`src/rtl/hpbl_pkg.sv`:
```
package hpbl_pkg;

	localparam logic [15:0] TIMEOUT_RESET = 16'd10000;
	localparam logic [7:0]  PARITY_FAIL_DRIVE = 8'hff;
	localparam logic [15:0] COUNT_MAX = 16'hffff;

	typedef enum logic [1:0] {
		KIND_TICK  = 2'd0,
		KIND_SEND  = 2'd1,
		KIND_READ  = 2'd2,
		KIND_CLEAR = 2'd3
	} kind_t;

	typedef enum logic [1:0] {
		ERR_OK           = 2'd0,
		ERR_SEND_TIMEOUT = 2'd1,
		ERR_READ_TIMEOUT = 2'd2,
		ERR_REPLY_TIMEOUT = 2'd3
	} err_t;

	typedef enum logic [6:0] {
		PH_IDLE    = 7'b0000001,
		PH_SEND_HI = 7'b0000010,
		PH_SEND_LO = 7'b0000100,
		PH_RD_HI1  = 7'b0001000,
		PH_RD_LO1  = 7'b0010000,
		PH_RD_HI2  = 7'b0100000,
		PH_RD_LO2  = 7'b1000000
	} phase_t;

	typedef struct packed {
		logic        ack_pending;
		logic        engine_busy;
		logic [15:0] parity_errors;
		logic [7:0]  received_byte;
		err_t        error_code;
		logic        done_res;
		logic        select_drive;
		logic [7:0]  data_lines;
	} result_t;

endpackage

```
`src/rtl/hpbl_engine.sv`:
```
module hpbl_engine #(
	parameter logic [15:0] TIMEOUT_INIT = hpbl_pkg::TIMEOUT_RESET
) (
	input  logic                clk,
	input  logic                arst_n,
	input  logic                cfg_we,
	input  logic [15:0]         cfg_data,
	input  logic                take,
	input  hpbl_pkg::kind_t     kind,
	input  logic [7:0]          send_data,
	input  logic                ack_pin,
	input  logic                select_pin,
	input  logic                paper_pin,
	input  logic                busy_pin,
	output hpbl_pkg::result_t   res
);
	import hpbl_pkg::*;

	logic [15:0] limit_q;
	phase_t      phase_q, phase_n;
	logic [16:0] poll_q, poll_n;
	logic [7:0]  byte_q, byte_n;
	logic        pbad_q, pbad_n;
	logic [15:0] perr_q, perr_n;
	logic [7:0]  drive_q, drive_n;
	logic        sel_q, sel_n;
	logic        done;
	err_t        err;
	logic [7:0]  rx;
	logic        nbusy;

	assign nbusy = ~busy_pin;

	always_comb begin
		phase_n = phase_q;
		poll_n  = poll_q;
		byte_n  = byte_q;
		pbad_n  = pbad_q;
		perr_n  = perr_q;
		drive_n = drive_q;
		sel_n   = sel_q;
		done    = 1'b0;
		err     = ERR_OK;
		rx      = 8'd0;
		if (phase_q == PH_IDLE) begin
			case (kind)
				KIND_SEND: begin
					drive_n = send_data;
					sel_n   = 1'b1;
					poll_n  = 17'd0;
					phase_n = PH_SEND_HI;
				end
				KIND_READ: begin
					poll_n  = 17'd0;
					byte_n  = 8'd0;
					pbad_n  = 1'b0;
					phase_n = PH_RD_HI1;
				end
				KIND_CLEAR: begin
					drive_n = 8'd0;
					sel_n   = 1'b0;
					perr_n  = 16'd0;
					done    = 1'b1;
				end
				default: begin
				end
			endcase
		end else if (poll_q > {1'b0, limit_q}) begin
			case (phase_q)
				PH_SEND_HI: begin
					sel_n = 1'b0;
					err   = ERR_SEND_TIMEOUT;
				end
				PH_SEND_LO: err = ERR_SEND_TIMEOUT;
				PH_RD_LO1: begin
					sel_n = 1'b0;
					err   = ERR_READ_TIMEOUT;
				end
				PH_RD_LO2: begin
					sel_n = 1'b0;
					err   = ERR_REPLY_TIMEOUT;
				end
				default: err = ERR_READ_TIMEOUT;
			endcase
			done    = 1'b1;
			phase_n = PH_IDLE;
			poll_n  = 17'd0;
		end else begin
			poll_n = poll_q + 17'd1;
			case (phase_q)
				PH_SEND_HI: begin
					if (ack_pin) begin
						sel_n   = 1'b0;
						poll_n  = 17'd0;
						phase_n = PH_SEND_LO;
					end
				end
				PH_SEND_LO: begin
					if (!ack_pin) begin
						done    = 1'b1;
						poll_n  = 17'd0;
						phase_n = PH_IDLE;
					end
				end
				PH_RD_HI1: begin
					if (ack_pin) begin
						byte_n  = {5'd0, nbusy, paper_pin, select_pin};
						sel_n   = 1'b1;
						poll_n  = 17'd0;
						phase_n = PH_RD_LO1;
					end
				end
				PH_RD_LO1: begin
					if (!ack_pin) begin
						byte_n  = byte_q | {2'd0, nbusy, paper_pin, select_pin, 3'd0};
						sel_n   = 1'b0;
						poll_n  = 17'd0;
						phase_n = PH_RD_HI2;
					end
				end
				PH_RD_HI2: begin
					if (ack_pin) begin
						byte_n = byte_q | {paper_pin, select_pin, 6'd0};
						if (nbusy != (^byte_n)) begin
							drive_n = PARITY_FAIL_DRIVE;
							pbad_n  = 1'b1;
							if (perr_q != COUNT_MAX) begin
								perr_n = perr_q + 16'd1;
							end
						end else begin
							drive_n = 8'd0;
							pbad_n  = 1'b0;
						end
						sel_n   = 1'b1;
						poll_n  = 17'd0;
						phase_n = PH_RD_LO2;
					end
				end
				PH_RD_LO2: begin
					if (!ack_pin) begin
						sel_n  = 1'b0;
						poll_n = 17'd0;
						if (pbad_q) begin
							pbad_n  = 1'b0;
							byte_n  = 8'd0;
							phase_n = PH_RD_HI1;
						end else begin
							done    = 1'b1;
							rx      = byte_q;
							phase_n = PH_IDLE;
						end
					end
				end
				default: begin
					phase_n = PH_IDLE;
					poll_n  = 17'd0;
				end
			endcase
		end
	end

	always_comb begin
		res.data_lines    = drive_n;
		res.select_drive  = sel_n;
		res.done_res      = done;
		res.error_code    = err;
		res.received_byte = rx;
		res.parity_errors = perr_n;
		res.engine_busy   = (phase_n != PH_IDLE);
		res.ack_pending   = ack_pin;
	end

	always_ff @(posedge clk or negedge arst_n) begin
		if (!arst_n) begin
			limit_q <= TIMEOUT_INIT;
			phase_q <= PH_IDLE;
			poll_q  <= 17'd0;
			byte_q  <= 8'd0;
			pbad_q  <= 1'b0;
			perr_q  <= 16'd0;
			drive_q <= 8'd0;
			sel_q   <= 1'b0;
		end else begin
			if (cfg_we) begin
				limit_q <= cfg_data;
			end
			if (take) begin
				phase_q <= phase_n;
				poll_q  <= poll_n;
				byte_q  <= byte_n;
				pbad_q  <= pbad_n;
				perr_q  <= perr_n;
				drive_q <= drive_n;
				sel_q   <= sel_n;
			end
		end
	end

endmodule

```
`src/rtl/handshake_port_byte_link.sv`:
```
// Host-side engine for a byte link carried on parallel-port handshake lines.
// Each input transfer is one poll of the sampled status pins, or a command
// (start send, start read, clear) given while the engine is idle; commands
// given while busy count as polls. Every input transfer yields exactly one
// output transfer showing the line drive and status after that poll. The
// engine takes one transfer per clock cycle unless its output register is
// stalled: the state machine updates in the cycle of acceptance and the result
// sits in a single output register, which frees in the same cycle that the
// downstream side takes it. The timeout limit may be written only while idle.
module handshake_port_byte_link #(
	parameter logic [15:0] TIMEOUT_INIT = hpbl_pkg::TIMEOUT_RESET
) (
	input  logic        clk,
	input  logic        arst_n,
	input  logic        cfg_valid,
	output logic        cfg_ready,
	input  logic [15:0] cfg_data,   // timeout_limit
	input  logic        s_tvalid,
	output logic        s_tready,
	input  logic [15:0] s_tdata,    // send_data[7:0], ack_pin, select_pin, paper_pin,
	                                // busy_pin, zero fill
	input  logic [1:0]  s_tuser,    // kind
	output logic        m_tvalid,
	input  logic        m_tready,
	output logic [39:0] m_tdata     // data_lines[7:0], select_drive, done_res,
	                                // error_code[1:0], received_byte[7:0],
	                                // parity_errors[15:0], engine_busy, ack_pending,
	                                // zero fill
);
	import hpbl_pkg::*;

	logic    take;
	result_t res;
	result_t res_q;
	logic    valid_q;

	assign cfg_ready = 1'b1;
	assign s_tready  = !valid_q || m_tready;
	assign take      = s_tvalid && s_tready;

	hpbl_engine #(
		.TIMEOUT_INIT(TIMEOUT_INIT)
	) u_engine (
		.clk        (clk),
		.arst_n     (arst_n),
		.cfg_we     (cfg_valid && cfg_ready),
		.cfg_data   (cfg_data),
		.take       (take),
		.kind       (kind_t'(s_tuser)),
		.send_data  (s_tdata[7:0]),
		.ack_pin    (s_tdata[8]),
		.select_pin (s_tdata[9]),
		.paper_pin  (s_tdata[10]),
		.busy_pin   (s_tdata[11]),
		.res        (res)
	);

	always_ff @(posedge clk or negedge arst_n) begin
		if (!arst_n) begin
			valid_q <= 1'b0;
		end else if (s_tready) begin
			valid_q <= s_tvalid;
		end
	end

	always_ff @(posedge clk) begin
		if (take) begin
			res_q <= res;
		end
	end

	assign m_tvalid = valid_q;
	assign m_tdata  = {2'b00, res_q};

endmodule

```
`config.mk`:
```
export PLATFORM = sky130hd
export DESIGN_NAME = handshake_port_byte_link
export DESIGN_NICKNAME = d
export VERILOG_FILES = /design/src/rtl/hpbl_pkg.sv /design/src/rtl/hpbl_engine.sv /design/src/rtl/handshake_port_byte_link.sv
export SDC_FILE = /design/constraint.sdc
export NUM_CORES = 1
export LEC_CHECK = 0
export BUFFER_PORTS_ARGS = -buffer_cell sky130_fd_sc_hd__buf_2
export CELL_PAD_IN_SITES_DETAIL_PLACEMENT = 1
export CELL_PAD_IN_SITES_GLOBAL_PLACEMENT = 1
export CORE_MARGIN = 4
export CORE_UTILIZATION = 25
export CTS_CLUSTER_SIZE = 14
export DETAILED_ROUTE_END_ITERATION = 10
export HOLD_SLACK_MARGIN = 0.02
export PLACE_DENSITY_LB_ADDON = 0.1
export SYNTH_ARGS = -nofsm -noshare
export SYNTH_HDL_FRONTEND = slang
export SYNTH_HIERARCHICAL = 1
export SYNTH_SLANG_ARGS = --single-unit
export TNS_END_PERCENT = 30
```
`constraint.sdc`:
```
create_clock -name clk -period 7.9 [get_ports clk]
set_input_delay 1.58 -clock clk [delete_from_list [all_inputs] [get_ports clk]]
set_output_delay 1.58 -clock clk [all_outputs]
set_load 0.05 [all_outputs]
```
Word-level counts from Yosys, hierarchy flattened
Index checks and enable logic that the tools add are counted.
{"block": "totals", "ff_bits": 113, "input_bits": 39, "output_inout_bits": 43}
{"block": "op_classes", "n_addsub": 2, "magnitude_cmp": 1, "n_eq_ne": 20, "muxes": 62, "n_bitwise": 5, "reduce_logical": 18}
{"op": "16-bit two-way mux", "count": 7}
{"op": "8-bit two-way mux", "count": 13}
{"op": "17-bit two-way mux", "count": 5}
{"op": "7-bit two-way mux", "count": 8}
{"op": "7-bit case mux with 6 select lines", "count": 1}
{"op": "17-bit case mux with 2 select lines", "count": 1}
{"op": "8-bit case mux with 4 select lines", "count": 1}
{"op": "1-bit two-way mux", "count": 18}
{"op": "17-bit by 1-bit adder with 17-bit output, second input constant", "count": 1}
{"op": "17-bit by 16-bit greater-than comparator with 1-bit output", "count": 1}
{"op": "16-bit by 1-bit adder with 16-bit output, second input constant", "count": 1}
{"op": "16-bit inequality test, second input constant", "count": 1}
{"op": "8-bit case mux with 2 select lines", "count": 1}
{"op": "7-bit case mux with 2 select lines", "count": 1}
{"op": "3-bit by 2-bit inequality test with 1-bit output, second input constant", "count": 4}
{"op": "2-bit OR reduction", "count": 5}
{"op": "3-bit OR reduction", "count": 3}
{"op": "8-bit by 6-bit bitwise OR with 8-bit output", "count": 1}
{"op": "8-bit bitwise OR", "count": 1}
{"op": "8-bit AND reduction", "count": 1}
{"op": "8-bit XOR reduction", "count": 1}
{"op": "7-bit by 1-bit equality test with 1-bit output, second input constant", "count": 1}
{"op": "7-bit by 2-bit equality test with 1-bit output, second input constant", "count": 1}
{"op": "7-bit by 3-bit equality test with 1-bit output, second input constant", "count": 1}
{"op": "23 further kinds", "count": 29}

Logic depth before layout (Yosys ltp)
Gate-level depths: netlist of the first run.
{"block": "depth", "depth_word": 8, "mapped_depth": 11}

Cells and area by module
The synthesis of the first run kept the hierarchy.
{"module": "hpbl_engine", "instances": 1, "cells_per_inst": 617, "area_per_inst_um2": 5116.2}
{"module": "handshake_port_byte_link", "instances": 1, "cells_per_inst": 47, "area_per_inst_um2": 1224.9}

Worst setup path before layout of the first run
No wires, ideal clock.
{"block": "synth_path", "path_kind": "in2reg", "from": "input m_tready", "to": "register u_engine.byte_q[0]", "setup_ns": 0.121, "arrival_time_ns": 3.528, "t_required_ns": 7.779, "slack_ns": 4.251, "stages": 8, "n_path_buf": 1, "cell_sequence": "nand2b_4 -> and2_4 -> clkbuf_1 -> o21ai_0 -> a221o_1 -> a21oi_2 -> o211ai_2 -> a22o_1"}
{"block": "synth_between", "elab_chain_len": 3}
{"element": "from (decl)", "line_no": "handshake_port_byte_link.sv:24", "source": "input logic m_tready,"}
{"element": "1-bit logical OR", "line_no": "handshake_port_byte_link.sv:38", "source": "assign s_tready = !valid_q || m_tready;"}
{"element": "1-bit logical AND", "line_no": "handshake_port_byte_link.sv:39", "source": "assign take = s_tvalid && s_tready;"}
{"element": "net take", "line_no": "handshake_port_byte_link.sv:32", "source": "logic take;"}
{"element": "8-bit AND reduction (no source line)"}
{"element": "to (signal assigned)", "line_no": "hpbl_engine.sv:190", "source": "byte_q <= byte_n;"}
{"element": "to (decl)", "line_no": "hpbl_engine.sv:22", "source": "logic [7:0] byte_q, byte_n;"}
The timed path passes the listed nets, and every way through them passes these cells.
A chain may end at the register's enable or synchronous reset.

Worst setup path in the final report of the first run
{"block": "layout_path", "from": "input m_tready", "to": "register u_engine.poll_q[16]"}
{"block": "layout_between", "elab_chain_len": 3}
{"element": "1-bit logical OR", "line_no": "handshake_port_byte_link.sv:38"}
{"element": "1-bit logical AND", "line_no": "handshake_port_byte_link.sv:39"}
{"element": "net take", "line_no": "handshake_port_byte_link.sv:32"}
{"element": "2-bit AND reduction (no source line)"}
{"element": "to (signal assigned)", "line_no": "hpbl_engine.sv:189", "source": "poll_q <= poll_n;"}
{"element": "to (decl)", "line_no": "hpbl_engine.sv:21", "source": "logic [16:0] poll_q, poll_n;"}
The timed path passes the listed nets, and every way through them passes these cells.

==> flow_summary.toml, run 1 <==
[layout]
area_growth_pct = 17.7
n_antenna_cell = 0
drive_gt1_share_pct = 18.2
nets = 779
stdcell_area_um2 = 7460

[status]
status = "complete, no violations"

[floorplanning]
die_w_um = 167
pin_count = 82
start_util_pct = 25.3
die_h_um = 167
core.rowCount = 58
die_area_um2 = 28000
coreArea_um2 = 25000

[sta]
worst_pin_slew_ns = 1.20
timing.final.crit_period_ns = 4.18
drv_slew = 0
max_clock_freq_ghz = 0.239
hold_viol = 0
fin_skew_ns = 0.00766
rsz0062_at_grt = "false"
setup_violations = 0
setup_tns_ns = 0
fin_crit_sh_pct = 52.9
slew_headroom_pct = 19.0

[logic_synthesis]
syn-cell-area_um2 = 6340
ys_seq_area_share_pct = 47.7
yosys_warnings = 6
synth-edff-count = 38
yosys_most_used_dff = "dfrtp_1"
synth_cell_types = 70
synth-seq-cells = 113
synthArstFlopShare_pct = 66.4
syn_inst = 664
syn_avg_cell_area_um2 = 9.55

[place]
io_buffers = 74
hpwl_mm = 13.2
place_congestion = 0.811
dpl_cell_area_um2 = 6950

[setup_path]
rr_startpoint = "u_engine/limit_q[13]"
cp_cell_sequence = "buf_2 -> nand2b_4 -> and2_4 -> inv_1 -> nor2_1 -> nand3_1 -> nor2_1 -> a41oi_1 -> a31oi_1"
critical_path_class = "input port to flop"
slowest_stage = "nor2_1"
critPathRequiredTime_ns = 8.23
reg2reg_depth = 9
cp-startpoint = "m_tready"
timing.rr.end = "u_engine/poll_q[16]"
cp-start-kind = "input port"
slowest_delay_ns = 0.91
endpoint = "u_engine/poll_q[16]"
cp_common_cell = "nor2_1"
worstPathMaxFanout = 17
end_kind = "flop"
worstPathArrival_ns = 4.50
r2r_slack_ns = 3.75

[cts]
clkTransAtPathRegs_ns = 0.06
cts_hold_buf = 0
cts_setup_buffers = 0
clk_latency_ns = 0.41
cts_tree = "built"
ctsLongestPathBuffers = 2
cts_buffers = 17
ctsHtreeMaxLevel = 4
ctsResizeCount = 0
cts_sinks = 113
cts_root_buf = "clkbuf_16"

[global_routing]
antenna_found_initial = 0
grt_pass1_vias = 5642
grt.total_usage_pct = 14.1
grt_max_degree = 59
grt_overflow_total = 0
grt_pass1_wl_mm = 31.6

[detailed_routing]
ant_nets = 0
firstDrtPassIters = 4
drt_iter0_drc = 323
wl_per_cell_um = 18.2
post-route-drc-count = 0
drt-total-wl_mm = 19.3
via_per_inst = 5.01
vias = 5319

[min_path]
whs_path_depth = 2
hp-class = "flop to flop"

[power]
static-leakage-power_nw = 3.23
power.density_nw_per_um2 = 267
ir_drop_v = 0.000121

[flow_run]
max_cap_violations = 0
==> worst max-delay path, delay by kind of cell <==
family                 cells  cell delay [ns]
and+or+nand+nor            5             2.30
buffers and inverters      2             0.17
AOI/OAI and AO/OA          2             0.43
==> report_power, final <==
group	leakage [nW]	switching, mW	internal, mW
Sequential	1.34	0.0691	0.698
Combinational	1.64	0.360	0.180
Clock	0.241	0.283	0.401
Total	3.23	0.713	1.28
==> layer usage <==
metal | track usage, % | share of wire [%] | vias up
met2 | 22.9 | 47 | 86
met5 | 0 | 0 | -
met4 | 4.20 | 1.4 | 0
met1 | 19.1 | 49 | 2666
li1 | - | - | 2549
met3 | 2.74 | 2.6 | 18
==> cell usage in the layout, fill, tap and decap left out, types with 4 or more instances in the layout <==
cell type	n
or3_1	5
a41oi_1	4
mux2_2	4
o211a_1	4
nor4_1	7
clkbuf_16	17
dfrtp_1	69
a22o_1	8
nand4_1	7
xnor2_1	9
o21ai_0	66
clkinv_2	6
nand2_1	90
buf_4	6
o211ai_1	4
a221oi_1	7
nor2_1	29
edfxtp_1	38
mux2i_1	10
and3_1	19
nand3_1	24
or4_1	5
o31ai_1	15
a21o_1	10
nand2b_1	4
and2_1	11
buf_2	73
a21oi_1	30
a31oi_1	13
dfstp_2	6
ha_1	21
clkinvlp_4	5
nor3_1	20
inv_1	28
==> sequential cells by signal, indices dropped and copies added, names as in the netlist <==
| name | cells |
|---|---|
| m_tdata | 38 |
| u_engine/poll_q | 17 |
| u_engine/limit_q | 16 |
| u_engine/perr_q | 16 |
| u_engine/byte_q | 8 |
| u_engine/drive_q | 8 |
| u_engine/phase_q | 7 |
| m_tvalid | 1 |
| u_engine/pbad_q | 1 |
| u_engine/sel_q | 1 |
==> stage by stage <==
step           utilization [%]  std cells  power (mW)  setup WS [ns]  hold WS (ns)
2_1_floorplan                -        665        1.17           4.25         0.465
3_3_place_gp              27.8       1030        1.31           3.34         0.483
3_5_place_dp              27.8       1030        1.32           3.29         0.501
4_1_cts                   29.8       1061        2.02           3.73         0.513
5_1_grt                   29.8       1061        2.11           3.40         0.542
6_report                  29.8       1061        1.99           3.72         0.504
==> cell usage after synthesis (3+ instances only) <==
cell type / count / area [µm²]
nand2_1: 90 / 338
a21oi_1: 30 / 150
nor2_1: 29 / 109
dfrtp_1: 69 / 1730
nand2b_1: 4 / 25.0
nand4_1: 7 / 43.8
xnor2_1: 9 / 78.8
and2_1: 11 / 68.8
nor2b_1: 3 / 18.8
a21o_1: 10 / 75.1
nor3_1: 20 / 100
mux2_2: 4 / 45.0
inv_1: 28 / 105
edfxtp_1: 38 / 1140
buf_2: 8 / 40.0
a22o_1: 8 / 70.1
a31oi_1: 13 / 81.3
o211ai_1: 4 / 30.0
buf_6: 3 / 33.8
mux2i_1: 10 / 100
o21ai_0: 66 / 330
o31ai_1: 16 / 120
nor3b_1: 3 / 22.5
or4_1: 5 / 37.5
xor2_1: 3 / 26.3
a41oi_1: 4 / 35.0
nand3_1: 24 / 120
ha_1: 21 / 263
dfstp_2: 6 / 158
buf_4: 6 / 45.0
nor4_1: 7 / 43.8
a221oi_1: 7 / 61.3
o211a_1: 4 / 40.0
and3_1: 19 / 119
clkbuf_1: 24 / 90.1
or3_1: 5 / 31.3
==> cell families after synthesis <==
logic type,count (synthesis),synth area share [%]
compound gates,185,18.9
other cells,2,0.118
fa+ha+maj,21,4.14
buf+inv,73,5.23
flops,113,47.7
xor+xnor,13,2.03
simple gates,243,19.6
mux,14,2.29
==> cell type report <==
cell class                 count  area (µm²)
fill                        2888       17600
timing repair buffer          79         410
tap                          330         413
clock inverter                12        70.1
multi-input combinational    479        2990
clock buffer                  19         443
inverter                      29         110
sequential                   113        3030
==> worst min path at each step <==
stage,to,startpoint
4_1_cts,u_engine/drive_q[6],u_engine/drive_q[6]
2_1_floorplan,u_engine/limit_q[10],u_engine/limit_q[10]
6_report,u_engine/drive_q[3],u_engine/drive_q[3]
5_1_grt,u_engine/drive_q[6],u_engine/drive_q[6]
3_3_place_gp,u_engine/drive_q[1],u_engine/drive_q[1]
3_5_place_dp,u_engine/drive_q[6],u_engine/drive_q[6]
(Power assumes the default switching activity.)
==> run 2: changes to the inputs <==
- clock period: 7.9 -> 3.8 ns (I/O delays scaled with it)
==> flow_summary.toml, run 2 (synthesized netlist as in run 1, its figures left out) <==
[status]
status = "complete, no violations"

[min_path]
whs_path_depth = 2
hp-class = "flop to flop"
holdPathEnd = "u_engine/drive_q[1]"
min_from = "u_engine/drive_q[1]"

[detailed_routing]
wl_met2_mm = 9.08
post-route-drc-count = 0
firstDrtPassIters = 4
drt-total-wl_mm = 19.5
wl_per_cell_um = 18.0
drt_iter0_drc = 227
dr_wl_met3_um = 594
maxUsedRoutingLayer = "met4"
wl_met1_mm = 9.51
via_per_inst = 4.95
ant_nets = 0
vias = 5336

[sta]
fin_skew_ns = 0.0107
max_clock_freq_ghz = 0.289
timing.final.crit_period_ns = 3.46
drv_slew = 0
fin_ws_ns = 0.337
rsz0062_at_grt = "false"
slew_headroom_pct = 28.3
worst_pin_slew_ns = 1.08
setup_tns_ns = 0
setup_violations = 0
hold_viol = 0
fin_crit_sh_pct = 91.1

[layout]
drive_gt1_share_pct = 19.9
final_cells = 1079
nets = 796
final_cell_mix = "nand2_1 (90), buf_2 (73), dfrtp_1 (69), o21ai_0 (66), edfxtp_1 (38)"
area_growth_pct = 21.1
n_antenna_cell = 0
largest_reg_flops = 38
fillers = 2875
final_common_cell = "nand2_1"
fin_util_pct = 30.7

[cts]
ctsHtreeMaxLevel = 4
ctsResizeCount = 0
cts_sinks = 113
cts_tree = "built"
cts_setup_buffers = 0
clk_latency_ns = 0.42
cts_buffers = 17
cts_hold_buf = 0
ctsLongestPathBuffers = 2
cts_root_buf = "clkbuf_16"
clkTransAtPathRegs_ns = 0.06

[setup_path]
critPathRequiredTime_ns = 4.13
rr_startpoint = "u_engine/limit_q[4]"
r2r_slack_ns = 0.34
cp_cell_sequence = "inv_1 -> ha_1 -> and3_1 -> a211oi_1 -> a21boi_0 -> o31a_1 -> buf_4 -> nor2_1 -> a41oi_1 -> a31oi_1"
slowest_delay_ns = 0.77
critical_path_class = "flop to flop"
worstPathMaxFanout = 13
worstPathArrival_ns = 3.79
end_kind = "flop"
reg2reg_depth = 10
timing.rr.end = "u_engine/poll_q[16]"
slowest_stage = "nor2_1"
cp-start-kind = "flop"

[floorplanning]
die_area_um2 = 28000
die_h_um = 167
coreArea_um2 = 25000
pin_count = 82
die_w_um = 167
start_util_pct = 25.3
core.rowCount = 58

[place]
hpwl_mm = 13.5
place_congestion = 0.786
io_buffers = 74
pre_cts_slack_ns = 0.266
dp.cells = 1047

[global_routing]
grt_pass1_wl_mm = 31.6
grt.total_usage_pct = 14.1
grt_overflow_total = 0
antenna_found_initial = 0
grt_pass1_vias = 5575
grt_max_degree = 76

[power]
ir_drop_v = 0.000245
static-leakage-power_nw = 3.36
power.density_nw_per_um2 = 579
total_power_mw = 4.44

[flow_run]
max_cap_violations = 0
==> run 2: worst max-delay path: cells and delay by family, from the launching register on <==
kind	cells	cell delay [ns]
compound gates	5	1.34
simple gates	2	0.92
flops	1	0.51
fa+ha+maj	1	0.32
buf+inv	2	0.28
==> run 2: layout make-up <==
cell class / instances / area [µm²] / area share [%]
clock buffer: 19 / 433 / 5.64
clock inverter: 13 / 169 / 2.20
inverter: 29 / 110 / 1.43
multi-input combinational: 479 / 2990 / 38.9
sequential: 113 / 3030 / 39.4
tap: 330 / 413 / 5.38
timing repair buffer: 96 / 538 / 7.01
==> run 2: metrics by stage <==
stage	instance area (µm²)	hold slack (ns)
floorplan	6340	0.464
global placement	7070	0.483
detailed placement	7070	0.493
CTS	7680	0.505
global route	7680	0.538
finish	7680	0.505
==> run 2: power by group <==
group	internal [mW]	switching, mW	total, mW
clock	1.09	0.586	1.67
combinational	0.404	0.789	1.19
sequential	1.45	0.125	1.58
total	2.94	1.50	4.44
==> run 2: how the worst max path moves through the flow <==
stage / startpoint / to / slack (ns) / cells after the start
after floorplan: m_tready / u_engine/byte_q[0] / 0.97 / 8
after global placement: u_engine/limit_q[4] / u_engine/poll_q[16] / 0.32 / 10
after detailed placement: u_engine/limit_q[4] / u_engine/poll_q[16] / 0.27 / 10
after CTS: u_engine/limit_q[4] / u_engine/poll_q[16] / 0.24 / 10
after global routing: u_engine/limit_q[4] / u_engine/poll_q[16] / 0.06 / 10
final: u_engine/limit_q[4] / u_engine/poll_q[16] / 0.34 / 10
==> run 2: layer usage <==
| metal | vias to the layer above | global-route usage, % |
|---|---|---|
| li1 | 2590 | - |
| met1 | 2656 | 19.5 |
| met2 | 73 | 22.3 |
| met3 | 17 | 3.09 |
| met4 | 0 | 4.06 |
| met5 | - | 0 |
